===== config.mk =====
export PLATFORM = sky130hd
export DESIGN_NAME = classifier_event_confirmation
export DESIGN_NICKNAME = d
export VERILOG_FILES = /design/src/rtl/cec_pkg.sv /design/src/rtl/classifier_event_confirmation.sv /design/src/rtl/cec_front.sv /design/src/rtl/cec_queue.sv /design/src/rtl/cec_back.sv
export SDC_FILE = /design/constraint.sdc
export NUM_CORES = 1
export LEC_CHECK = 0
export BUFFER_PORTS_ARGS = -buffer_cell sky130_fd_sc_hd__clkbuf_2
export CAP_MARGIN = 25
export CORE_ASPECT_RATIO = 1.75
export CORE_MARGIN = 10
export CORE_UTILIZATION = 63
export CTS_BUF_LIST = sky130_fd_sc_hd__clkbuf_16
export CTS_CLUSTER_DIAMETER = 40
export DETAILED_ROUTE_END_ITERATION = 12
export GPL_TIMING_DRIVEN = 0
export HOLD_SLACK_MARGIN = 0.02
export PLACE_DENSITY = 0.85
export SYNTH_ARGS = -nofsm -noshare
export SYNTH_HDL_FRONTEND = slang
export SYNTH_SLANG_ARGS = --single-unit

===== constraint.sdc =====
create_clock -name clk -period 14.37 [get_ports clk]
set_input_delay 1.437 -clock clk [delete_from_list [all_inputs] [get_ports clk]]
set_output_delay 1.437 -clock clk [all_outputs]
set_load 0.01 [all_outputs]

===== src/rtl/cec_pkg.sv =====
// Shared types and constants for the classifier event confirmation block.
`timescale 1ns / 1ps

package cec_pkg;

  // Default widths of a probability and of a streak counter.
  localparam int PROB_BITS_DEF = 16;
  localparam int RUN_BITS_DEF  = 8;

  // Configuration port layout.
  localparam int CFG_IDX_BITS = 2;
  localparam logic [CFG_IDX_BITS-1:0] REG_THRESHOLD = 2'd0;
  localparam logic [CFG_IDX_BITS-1:0] REG_CONFIRM   = 2'd1;
  localparam logic [CFG_IDX_BITS-1:0] REG_TOLERANCE = 2'd2;

  localparam int CONFIRM_BITS   = 8;
  localparam int TOLERANCE_BITS = 7;

  // Reset values of the configuration registers.
  localparam logic [31:0]               THRESHOLD_RST = 32'd32768;
  localparam logic [CONFIRM_BITS-1:0]   CONFIRM_RST   = 8'd2;
  localparam logic [TOLERANCE_BITS-1:0] TOLERANCE_RST = 7'd5;

  // Class codes; the event code uses the same encoding with zero as none.
  localparam logic [1:0] CLS_NOISE    = 2'd0;
  localparam logic [1:0] CLS_KNOCK    = 2'd1;
  localparam logic [1:0] CLS_DOORBELL = 2'd2;
  localparam logic [1:0] CLS_NONE     = 2'd3;
  localparam logic [1:0] EV_NONE      = 2'd0;

  // How the back end has to treat a classified request.
  typedef enum logic [1:0] {
    KIND_SILENT = 2'd0,
    KIND_NOISE  = 2'd1,
    KIND_DOUBT  = 2'd2,
    KIND_SURE   = 2'd3
  } kind_t;

  // Control part of a queued request.
  typedef struct packed {
    kind_t      kind;
    logic [1:0] cls;
  } tag_t;

  localparam int TAG_BITS = $bits(tag_t);

endpackage


===== src/rtl/classifier_event_confirmation.sv =====
// Top level of the classifier event confirmation block.
// Usage: one request on the req channel is one classifier verdict (silence
// flag and three class probabilities). Each request gives exactly one result
// on the rsp channel: the event code, the winning probability and the three
// probabilities passed on (for silence: all-ones noise, all else zero). Both channels use valid and stall.
// The request passes through the queue and then the result register, where
// rsp_valid rises. Throughput is one request per cycle while rsp_stall is low,
// set by the streak update in the back end.
// A two-entry queue sits between the classifying front end and the
// back end, so a stalled result lets two more requests in before req_stall
// rises; req_stall is high exactly while that queue is full.
// Configuration is written through cfg_write, cfg_index and cfg_data: index 0
// the threshold, 1 the confirmation count, 2 the noise streak limit; other
// indexes are ignored. The user must write only while no request is in flight; the block does not enforce it.
// Synchronous reset empties the queue and the result register, clears the
// streaks, forgets the held class and restores the register defaults.
`timescale 1ns / 1ps

module classifier_event_confirmation #(
  parameter int PROB_BITS = cec_pkg::PROB_BITS_DEF,
  parameter int RUN_BITS  = cec_pkg::RUN_BITS_DEF
) (
  input  logic                              clk,
  input  logic                              rst,
  input  logic                              cfg_write,
  input  logic [cec_pkg::CFG_IDX_BITS-1:0]  cfg_index,
  input  logic [PROB_BITS-1:0]              cfg_data,
  input  logic                              req_valid,
  output logic                              req_stall,
  input  logic                              silent,
  input  logic [PROB_BITS-1:0]              prob_noise,
  input  logic [PROB_BITS-1:0]              prob_knock,
  input  logic [PROB_BITS-1:0]              prob_doorbell,
  output logic                              rsp_valid,
  input  logic                              rsp_stall,
  output logic [1:0]                        event_res,
  output logic [PROB_BITS-1:0]              confidence,
  output logic [PROB_BITS-1:0]              out_noise,
  output logic [PROB_BITS-1:0]              out_knock,
  output logic [PROB_BITS-1:0]              out_doorbell
);
  import cec_pkg::*;

  localparam int QW = TAG_BITS + 4 * PROB_BITS;

  logic [PROB_BITS-1:0]      threshold;
  logic [CONFIRM_BITS-1:0]   confirm_needed;
  logic [TOLERANCE_BITS-1:0] noise_allow;

  tag_t                 front_tag;
  logic [4*PROB_BITS-1:0] front_payload;
  logic                 q_full;
  logic                 q_avail;
  logic                 q_pop;
  logic [QW-1:0]        q_out;
  tag_t                 back_tag;

  // Configuration registers.
  always_ff @(posedge clk) begin
    if (rst) begin
      threshold      <= THRESHOLD_RST[PROB_BITS-1:0];
      confirm_needed <= CONFIRM_RST;
      noise_allow    <= TOLERANCE_RST;
    end else if (cfg_write) begin
      case (cfg_index)
        REG_THRESHOLD: threshold      <= cfg_data;
        REG_CONFIRM:   confirm_needed <= cfg_data[CONFIRM_BITS-1:0];
        REG_TOLERANCE: noise_allow    <= cfg_data[TOLERANCE_BITS-1:0];
        default:       threshold      <= threshold;
      endcase
    end
  end

  assign req_stall = q_full;

  cec_front #(
    .PROB_BITS(PROB_BITS)
  ) u_front (
    .silent        (silent),
    .prob_noise    (prob_noise),
    .prob_knock    (prob_knock),
    .prob_doorbell (prob_doorbell),
    .threshold     (threshold),
    .tag           (front_tag),
    .payload       (front_payload)
  );

  cec_queue #(
    .WIDTH(QW)
  ) u_queue (
    .clk       (clk),
    .rst       (rst),
    .push      (req_valid),
    .push_data ({front_tag, front_payload}),
    .full      (q_full),
    .pop       (q_pop),
    .avail     (q_avail),
    .pop_data  (q_out)
  );

  assign back_tag = q_out[QW-1:4*PROB_BITS];

  cec_back #(
    .PROB_BITS(PROB_BITS),
    .RUN_BITS (RUN_BITS)
  ) u_back (
    .clk             (clk),
    .rst             (rst),
    .avail           (q_avail),
    .tag             (back_tag),
    .payload         (q_out[4*PROB_BITS-1:0]),
    .pop             (q_pop),
    .confirm_needed  (confirm_needed),
    .noise_allow     (noise_allow),
    .rsp_valid       (rsp_valid),
    .rsp_stall       (rsp_stall),
    .event_res       (event_res),
    .confidence      (confidence),
    .out_noise       (out_noise),
    .out_knock       (out_knock),
    .out_doorbell    (out_doorbell)
  );

`ifndef ASSERT_OFF
  // A reported event never comes from a verdict that noise won or tied.
  a_event_beats_noise: assert property (@(posedge clk) disable iff (rst)
    (rsp_valid && event_res != EV_NONE) |-> (confidence > out_noise))
    else $error("event reported although noise was not beaten");

  // A knock event carries the knock probability as its confidence.
  a_knock_wins: assert property (@(posedge clk) disable iff (rst)
    (rsp_valid && event_res == CLS_KNOCK) |->
      (confidence == out_knock && out_knock >= out_doorbell))
    else $error("knock event does not match the winning class");

  // A doorbell event strictly beats knock, since ties go to knock.
  a_doorbell_wins: assert property (@(posedge clk) disable iff (rst)
    (rsp_valid && event_res == CLS_DOORBELL) |->
      (confidence == out_doorbell && out_doorbell > out_knock))
    else $error("doorbell event does not match the winning class");

  // The queue is empty after reset, so requests are taken at once.
  a_ready_after_reset: assert property (@(posedge clk)
    rst |=> !req_stall)
    else $error("request stalled right after reset");
`endif

endmodule


===== src/rtl/cec_front.sv =====
// Front end: picks the winning class and sorts the request into a kind.
`timescale 1ns / 1ps

module cec_front #(
  parameter int PROB_BITS = cec_pkg::PROB_BITS_DEF
) (
  input  logic                   silent,
  input  logic [PROB_BITS-1:0]   prob_noise,
  input  logic [PROB_BITS-1:0]   prob_knock,
  input  logic [PROB_BITS-1:0]   prob_doorbell,
  input  logic [PROB_BITS-1:0]   threshold,
  output cec_pkg::tag_t          tag,
  output logic [4*PROB_BITS-1:0] payload
);
  import cec_pkg::*;

  logic [1:0]           win;
  logic [PROB_BITS-1:0] win_prob;

  // Winner search; a tie keeps the lower class.
  always_comb begin
    win      = CLS_NOISE;
    win_prob = prob_noise;
    if (prob_knock > win_prob) begin
      win      = CLS_KNOCK;
      win_prob = prob_knock;
    end
    if (prob_doorbell > win_prob) begin
      win      = CLS_DOORBELL;
      win_prob = prob_doorbell;
    end
  end

  // Kind of request and the probabilities that go out with it.
  always_comb begin
    tag.cls = win;
    if (silent) begin
      tag.kind = KIND_SILENT;
      payload  = {{PROB_BITS{1'b0}}, {PROB_BITS{1'b1}}, {PROB_BITS{1'b0}},
                  {PROB_BITS{1'b0}}};
    end else begin
      if (win == CLS_NOISE) begin
        tag.kind = KIND_NOISE;
      end else if (win_prob < threshold) begin
        tag.kind = KIND_DOUBT;
      end else begin
        tag.kind = KIND_SURE;
      end
      payload = {win_prob, prob_noise, prob_knock, prob_doorbell};
    end
  end

endmodule


===== src/rtl/cec_queue.sv =====
// Two-entry queue between the front end and the back end.
`timescale 1ns / 1ps

module cec_queue #(
  parameter int WIDTH = 8
) (
  input  logic             clk,
  input  logic             rst,
  input  logic             push,
  input  logic [WIDTH-1:0] push_data,
  output logic             full,
  input  logic             pop,
  output logic             avail,
  output logic [WIDTH-1:0] pop_data
);

  logic [WIDTH-1:0] slots [2];
  logic             wr_ptr;
  logic             rd_ptr;
  logic [1:0]       count;
  logic             do_push;
  logic             do_pop;

  assign full     = (count == 2'd2);
  assign avail    = (count != 2'd0);
  assign do_push  = push && !full;
  assign do_pop   = pop && avail;
  assign pop_data = slots[rd_ptr];

  // Pointers and fill count.
  always_ff @(posedge clk) begin
    if (rst) begin
      wr_ptr <= 1'b0;
      rd_ptr <= 1'b0;
      count  <= 2'd0;
    end else begin
      if (do_push) begin
        wr_ptr <= !wr_ptr;
      end
      if (do_pop) begin
        rd_ptr <= !rd_ptr;
      end
      case ({do_push, do_pop})
        2'b10:   count <= count + 2'd1;
        2'b01:   count <= count - 2'd1;
        default: count <= count;
      endcase
    end
  end

  // Storage needs no reset.
  always_ff @(posedge clk) begin
    if (do_push) begin
      slots[wr_ptr] <= push_data;
    end
  end

endmodule


===== src/rtl/cec_back.sv =====
// Back end: streak counters, held class and the result register.
`timescale 1ns / 1ps

module cec_back #(
  parameter int PROB_BITS = cec_pkg::PROB_BITS_DEF,
  parameter int RUN_BITS  = cec_pkg::RUN_BITS_DEF
) (
  input  logic                                clk,
  input  logic                                rst,
  input  logic                                avail,
  input  cec_pkg::tag_t                       tag,
  input  logic [4*PROB_BITS-1:0]              payload,
  output logic                                pop,
  input  logic [cec_pkg::CONFIRM_BITS-1:0]    confirm_needed,
  input  logic [cec_pkg::TOLERANCE_BITS-1:0]  noise_allow,
  output logic                                rsp_valid,
  input  logic                                rsp_stall,
  output logic [1:0]                          event_res,
  output logic [PROB_BITS-1:0]                confidence,
  output logic [PROB_BITS-1:0]                out_noise,
  output logic [PROB_BITS-1:0]                out_knock,
  output logic [PROB_BITS-1:0]                out_doorbell
);
  import cec_pkg::*;

  // Compare width that holds both the counters and the limits.
  localparam int CW = (RUN_BITS > CONFIRM_BITS) ? RUN_BITS : CONFIRM_BITS;

  logic [1:0]          held_class, held_class_next;
  logic [RUN_BITS-1:0] confirm_run, confirm_run_next;
  logic [RUN_BITS-1:0] noise_run, noise_run_next;
  logic [RUN_BITS-1:0] doubt_run, doubt_run_next;
  logic [RUN_BITS-1:0] noise_inc, doubt_inc, confirm_inc;
  logic [CW-1:0]       noise_limit, doubt_limit;
  logic [1:0]          event_next;

  // Saturating increments of the streak counters.
  assign noise_inc   = (&noise_run)   ? noise_run   : noise_run + 1'b1;
  assign doubt_inc   = (&doubt_run)   ? doubt_run   : doubt_run + 1'b1;
  assign confirm_inc = (&confirm_run) ? confirm_run : confirm_run + 1'b1;

  assign noise_limit = CW'(noise_allow);
  assign doubt_limit = CW'({noise_allow, 1'b0});

  // The result register frees up when it is empty or being taken.
  assign pop = avail && (!rsp_valid || !rsp_stall);

  // Streak update for one request.
  always_comb begin
    held_class_next  = held_class;
    confirm_run_next = confirm_run;
    noise_run_next   = noise_run;
    doubt_run_next   = doubt_run;
    event_next       = EV_NONE;
    unique case (tag.kind)
      KIND_SILENT, KIND_NOISE: begin
        noise_run_next = noise_inc;
        if (CW'(noise_inc) > noise_limit) begin
          held_class_next  = CLS_NOISE;
          confirm_run_next = '0;
        end
        if (tag.kind == KIND_SILENT) begin
          doubt_run_next = '0;
        end
      end
      KIND_DOUBT: begin
        if (CW'(doubt_inc) > doubt_limit) begin
          held_class_next  = CLS_NONE;
          confirm_run_next = '0;
          doubt_run_next   = '0;
        end else begin
          doubt_run_next = doubt_inc;
        end
      end
      KIND_SURE: begin
        noise_run_next = '0;
        doubt_run_next = '0;
        if (tag.cls == held_class) begin
          confirm_run_next = confirm_inc;
        end else begin
          held_class_next  = tag.cls;
          confirm_run_next = RUN_BITS'(1);
        end
        if (CW'(confirm_run_next) >= CW'(confirm_needed)) begin
          event_next = tag.cls;
        end
      end
    endcase
  end

  // State and result valid.
  always_ff @(posedge clk) begin
    if (rst) begin
      held_class  <= CLS_NONE;
      confirm_run <= '0;
      noise_run   <= '0;
      doubt_run   <= '0;
      rsp_valid   <= 1'b0;
    end else begin
      if (pop) begin
        held_class  <= held_class_next;
        confirm_run <= confirm_run_next;
        noise_run   <= noise_run_next;
        doubt_run   <= doubt_run_next;
        rsp_valid   <= 1'b1;
      end else if (!rsp_stall) begin
        rsp_valid <= 1'b0;
      end
    end
  end

  // Result payload.
  always_ff @(posedge clk) begin
    if (pop) begin
      event_res    <= event_next;
      confidence   <= payload[4*PROB_BITS-1:3*PROB_BITS];
      out_noise    <= payload[3*PROB_BITS-1:2*PROB_BITS];
      out_knock    <= payload[2*PROB_BITS-1:PROB_BITS];
      out_doorbell <= payload[PROB_BITS-1:0];
    end
  end

endmodule

==> flow_metrics.tcl, run 1 <==
set metrics [dict create \
    synth_top_area_cell "edfxtp_1" \
    ir_drop_uv 130.8 \
    synth_cell_types 64 \
    coreArea_um2 19200 \
    final_antenna_net_count 0 \
    syn_nets 1157 \
    synth-edff-count 202 \
    post_dp_cell_area_um2 13450 \
    wl_um 28960 \
    drv_slew 0 \
    cts_resized 0 \
    path_max_fanout 10 \
    holdWs_ns 0.4625 \
    pre_cts_ws_ns 6.611 \
    die_area_um2 25780 \
    die_h_um 205.1 \
    max_freq_mhz 136.0 \
    seqCellArea_um2 7327 \
    dpl.hpwl_um 21920 \
    start_util_pct 64.22 \
    synth_top_area_share_pct 49.20 \
    numPortBuffers 139 \
    drv_cap 0 \
    power.leakage_uw 0.005503 \
    gp_congestion 0.9671 \
    hold_violations 0 \
    status "finished clean" \
    grt_pass1_wl_um 45460 \
    cts_tree "done" \
    setup.worst_path.end_class "flip-flop" \
    fin_worst_skew_ns 0.006790 \
    synthTopCellsByCount "202 x edfxtp_1, 95 x a21oi_1, 79 x nor2_1" \
    slew_headroom_pct 31.48 \
    clk_pin_slew_ns 0.07 \
    synth.most_common_cell "edfxtp_1" \
    dr.pass1.iters 6 \
    syn_to_final_growth_pct 15.94 \
    setup_ws_ns 7.019 \
    ys_warn_count 0 \
    ys_seq_area_share_pct 59.43 \
    antenna_found_initial 1 \
    rsz0062_at_grt "false" \
    worstPathArrival_ns 7.59 \
    cts_root_buffer "clkbuf_16" \
    min_path_type "reg -> reg" \
    clock_latency_ns 0.52 \
    multi_input_area_um2 4616 \
    fp-row-count 67 \
    cts_hold_buffers 0 \
    vias 8551 \
    cts_buffer_depth 3 \
    grt_max_degree 51 \
    final_nets 1327 \
    period_share_pct 51.15 \
    drt-vias-per-instance 5.926 \
    die_x_um 125.7 \
    synth.area.top_cells "edfxtp_1 49%, dfxtp_1 10%, ha_1 7.4%, mux2_2 5.9%, a21oi_1 3.9%" \
    cp.required_ns 14.61 \
    fin_crit_ns 7.351 \
    drive_gt1_share_pct 24.08 \
    wl_per_cell_um 20.07 \
    fill_cells 1243 \
    tns_ns 0 \
    syn_inst 1012 \
    drc 0 \
    setup_violations 0 \
    grt_pass1_vias 8849 \
    start_kind "input port" \
    post-route-cell-area_um2 14290 \
    clock-sinks 265 \
    drt-initial-drc-count 673 \
    cts_max_level 1 \
    gr-total-overflow 0 \
    tightest_slew_ns 1.026 \
    synth_area_um2 12330 \
    syn_avg_cell_area_um2 12.18 \
    grt_usage_pct 21.80 \
    p_per_area_nw_per_um2 169.8 \
    ys.flop_type "edfxtp_1" \
    post-cts-setup-buffers 0 \
    cts_inserted_buffers 24 \
    async_flop_share_pct 0 \
    ys_ff_latch 265 \
    io_pins 140 \
    path_class "in -> reg" \
]
==> through the flow <==
step           utilization (%)  instances  power (µW)
2_1_floorplan                -       1012        1520
3_3_place_gp             69.41       1392        1735
3_5_place_dp             70.06       1397        1771
4_1_cts                  74.43       1441        2445
5_1_grt                  74.44       1442        2536
6_report                 74.46       1443        2427
==> worst paths after layout <==
check | cells past startpoint | endpoint | startpoint | slack, ns
worst min register to register | 2 | threshold[6] | threshold[6] | 0.46
worst min-delay path | 2 | threshold[6] | threshold[6] | 0.46
worst max-delay path | 27 | u_queue.slots[1][66] | prob_noise[13] | 7.02
worst max register to register | 12 | u_back.held_class[0] | u_back.doubt_run[0] | 10.76
==> where the power goes <==
| group | internal (µW) | switching, µW | leakage, µW | total, µW |
|---|---|---|---|---|
| Sequential | 1040 | 52.4 | 0.00241 | 1090 |
| Combinational | 258 | 409 | 0.00268 | 667 |
| Clock | 380 | 289 | 0.000407 | 669 |
| Total | 1680 | 751 | 0.00550 | 2430 |
==> cells in the final DEF, fill, tap and decap left out, drive strengths merged, types with 18 or more instances in the layout <==
cell,Yosys,layout
nor2b,35,35
nand2,59,59
ha,73,73
nand4,20,20
nor2,79,79
or2,19,19
mux2,65,65
mux2i,18,18
clkbuf,26,190
a211oi,22,22
edfxtp,202,202
a21oi,95,95
o21ai,27,27
dfxtp,63,63
buf,16,21
inv,56,62
==> cell type report <==
type | count | area share [%]
multi-input cells | 648 | 32.29
flip-flops and latches | 265 | 51.26
plain buffers | 42 | 1.287
inverters | 57 | 1.506
clock inverters | 19 | 1.497
repair buffers | 144 | 5.637
well taps | 241 | 2.110
clock buffers | 25 | 4.377
diodes | 2 | 0.03501
==> state kept, by name, summed over array words and instances, names as in the netlist, 2 cells and up, named ones only <==
register             count
u_back.held_class        2
u_back.confirm_run       8
u_back.out_doorbell     16
u_back.noise_run         8
u_back.out_knock        16
noise_allow              7
u_back.doubt_run         8
u_queue.count            2
u_queue.slots          136
threshold               16
confirm_needed           8
u_back.event_res         2
u_back.out_noise        16
u_back.confidence       16
==> metal layers <==
layer  up-vias  part of all wire, %  track usage (%)  wire (µm)
met2       306                   55            40.97      15800
li1       4063                    -                -          -
met1      4083                   34            21.90       9854
met4         0                  5.8            12.69       1682
met3        99                  5.6            3.777       1626
met5         -                    0                0          0
==> cells by family after synthesis <==
family,synth area share [%]
compound gates,9.764
xor+xnor,1.279
fa+ha+maj,7.409
buf+inv,3.227
flops,59.43
mux,7.429
simple gates,11.46
==> worst max-delay path, cell delays in order <==
cell	delay (ns)
clkbuf_2	0.11
inv_1	0.07
ha_1	0.30
nand4_1	0.19
nor4_1	0.45
nand2_1	0.29
and2_1	0.24
buf_2	0.16
buf_4	0.19
a21oi_1	0.41
ha_1	0.34
nand4_1	0.16
inv_1	0.06
a221oi_1	0.30
nor2_1	0.09
nor2_1	0.24
buf_2	0.29
clkbuf_1	0.43
a21oi_1	0.17
ha_1	0.33
a21oi_1	0.13
nor2b_1	0.06
o21ai_0	0.18
nand2_1	0.12
or4_1	0.48
a211oi_1	0.20
o32ai_1	0.15
Power figures use the tool's default switching activity.
==> inputs of run 2 (changes only) <==
--- a/config.mk
+++ b/config.mk
@@ -9,13 +9,13 @@
 export CAP_MARGIN = 25
 export CORE_ASPECT_RATIO = 1.75
 export CORE_MARGIN = 10
-export CORE_UTILIZATION = 63
+export CORE_UTILIZATION = 59
 export CTS_BUF_LIST = sky130_fd_sc_hd__clkbuf_16
 export CTS_CLUSTER_DIAMETER = 40
 export DETAILED_ROUTE_END_ITERATION = 12
 export GPL_TIMING_DRIVEN = 0
 export HOLD_SLACK_MARGIN = 0.02
-export PLACE_DENSITY = 0.85
+export PLACE_DENSITY = 0.8
 export SYNTH_ARGS = -nofsm -noshare
 export SYNTH_HDL_FRONTEND = slang
 export SYNTH_SLANG_ARGS = --single-unit
==> constraint.sdc (replaced) <==
create_clock -name clk -period 6.9 [get_ports clk]
set_input_delay 0.69 -clock clk [delete_from_list [all_inputs] [get_ports clk]]
set_output_delay 0.69 -clock clk [all_outputs]
set_load 0.01 [all_outputs]
==> run 2 against run 1 <==
  * Clock-buffer cell count unchanged
  * Register-to-register slack worse by 7.3 ns
  * Critical path depth up 1
  * Flip-flop and latch count unchanged
  * Highest routed layer unchanged
  * First-iteration DRC count down 31%
  * Cell count up 0.42%
  * Sequential share of layout area about the same
  * Power up 110%
  * Core utilization down 4.6 points
==> flow_metrics.tcl, run 2 (synthesis gave the netlist of run 1 again) <==
set metrics [dict create \
    slew_headroom_pct 34.96 \
    fill_cells 1450 \
    regMostFlops "u_queue.slots" \
    final_cell_mix "202 x edfxtp_1, 142 x clkbuf_2, 94 x a21oi_1" \
    cp.required_ns 7.13 \
    coreArea_um2 20460 \
    power.leakage_uw 0.005520 \
    wl_per_cell_um 19.75 \
    worstPathArrival_ns 6.52 \
    fin_worst_skew_ns 0.01198 \
    crit_buf_inv 6 \
    grt_pass1_vias 8802 \
    drt-vias-per-instance 5.839 \
    numPortBuffers 139 \
    die_area_um2 27310 \
    p_per_area_nw_per_um2 350.4 \
    stdcell_count 1449 \
    antenna_found_initial 0 \
    cts_tree "done" \
    tightest_slew_ns 0.9735 \
    drc 0 \
    die_x_um 129.3 \
    multi_input_area_um2 4626 \
    clock_latency_ns 0.51 \
    min_path_type "in -> reg" \
    rsz0062_at_grt "false" \
    drv_cap 0 \
    vias 8460 \
    clk_pin_slew_ns 0.06 \
    crit_family "simple AND/OR/NAND/NOR gates" \
    post-cts-setup-buffers 0 \
    final_common_cell "edfxtp_1" \
    grt_usage_pct 20.68 \
    io_pins 140 \
    path_class "in -> reg" \
    seqCellArea_um2 7327 \
    cts_max_level 1 \
    start_util_pct 60.25 \
    gr-total-overflow 0 \
    diodes 0 \
    path_max_fanout 10 \
    drv_slew 0 \
    slowest_stage "or4_1" \
    fin_crit_ns 6.292 \
    clock-sinks 265 \
    cts_inserted_buffers 25 \
    slowest_delay_ns 0.47 \
    cts_root_buffer "clkbuf_16" \
    largest_reg_flops 136 \
    fp-row-count 69 \
    cts_buffer_depth 3 \
    die_h_um 211.2 \
    holdWs_ns 0.4052 \
    status "finished clean" \
    grt_pass1_wl_um 44520 \
    final_antenna_net_count 0 \
    drive_gt1_share_pct 24.15 \
    setup.worst_path.end_class "flip-flop" \
    max_freq_mhz 158.9 \
    dpl.hpwl_um 21830 \
    hold_violations 0 \
    final_nets 1328 \
    place_inst 1404 \
    dr.pass1.iters 5 \
    gp_congestion 0.9439 \
    drt-initial-drc-count 467 \
    setup_violations 0 \
    start_kind "input port" \
    ir_drop_uv 216.5 \
    period_share_pct 91.18 \
    syn_to_final_growth_pct 15.87 \
    wl_um 28610 \
    grt_max_degree 60 \
]
-- run 2: path summary, 6_finish.rpt --
| kind | endpoint | cells past startpoint | slack [ns] | from |
|---|---|---|---|---|
| worst min register to register | threshold[12] | 2 | 0.45 | threshold[12] |
| worst min-delay path | threshold[15] | 2 | 0.41 | cfg_data[15] |
| worst max register to register | u_back.held_class[0] | 13 | 3.43 | u_back.noise_run[0] |
| worst max-delay path | u_queue.slots[1][66] | 28 | 0.61 | prob_noise[13] |
-- run 2: cell type report --
class / count / area share, %
sequential: 265 / 51.29
multi-input combinational: 648 / 32.38
timing repair buffer: 144 / 5.536
clock buffer: 25 / 4.379
tap: 248 / 2.172
inverter: 57 / 1.507
clock inverter: 20 / 1.428
buffer: 42 / 1.305
-- run 2: per-stage QoR --
| step | utilization (%) | power (µW) | worst slack, ns | TNS [ns] | cell area (µm²) |
|---|---|---|---|---|---|
| 5_1_grt | 69.82 | 5245 | 0.05613 | 0 | 14290 |
| 3_5_place_dp | 65.70 | 3672 | -0.04309 | -0.08617 | 13440 |
| 2_1_floorplan | - | 3166 | 1.129 | 0 | 12330 |
| 6_report | 69.82 | 5006 | 0.6085 | 0 | 14290 |
| 4_1_cts | 69.75 | 5042 | 0.4665 | 0 | 14270 |
| 3_3_place_gp | 65.17 | 3626 | -0.003159 | -0.006318 | 13330 |
-- run 2: what timing repair did --
action | CTS | global route
endpoints found under the setup margin | 0 | 2
gates resized for setup | 0 | 6
hold buffers | 0 | 0
-- run 2: routing by layer --
metal  vias to the layer above  part of all wire (%)  track usage [%]
li1                       4073                     -                -
met1                      4021                    35            20.56
met4                         0                   6.7            13.23
met5                         -                     0                0
met2                       267                    54            38.61
met3                        99                   4.7            2.990
-- run 2: where the power goes --
| part | switching (µW) | total, µW | internal (µW) |
|---|---|---|---|
| Clock | 585 | 1370 | 786 |
| Combinational | 841 | 1370 | 529 |
| Sequential | 103 | 2270 | 2160 |
| Total | 1530 | 5010 | 3480 |
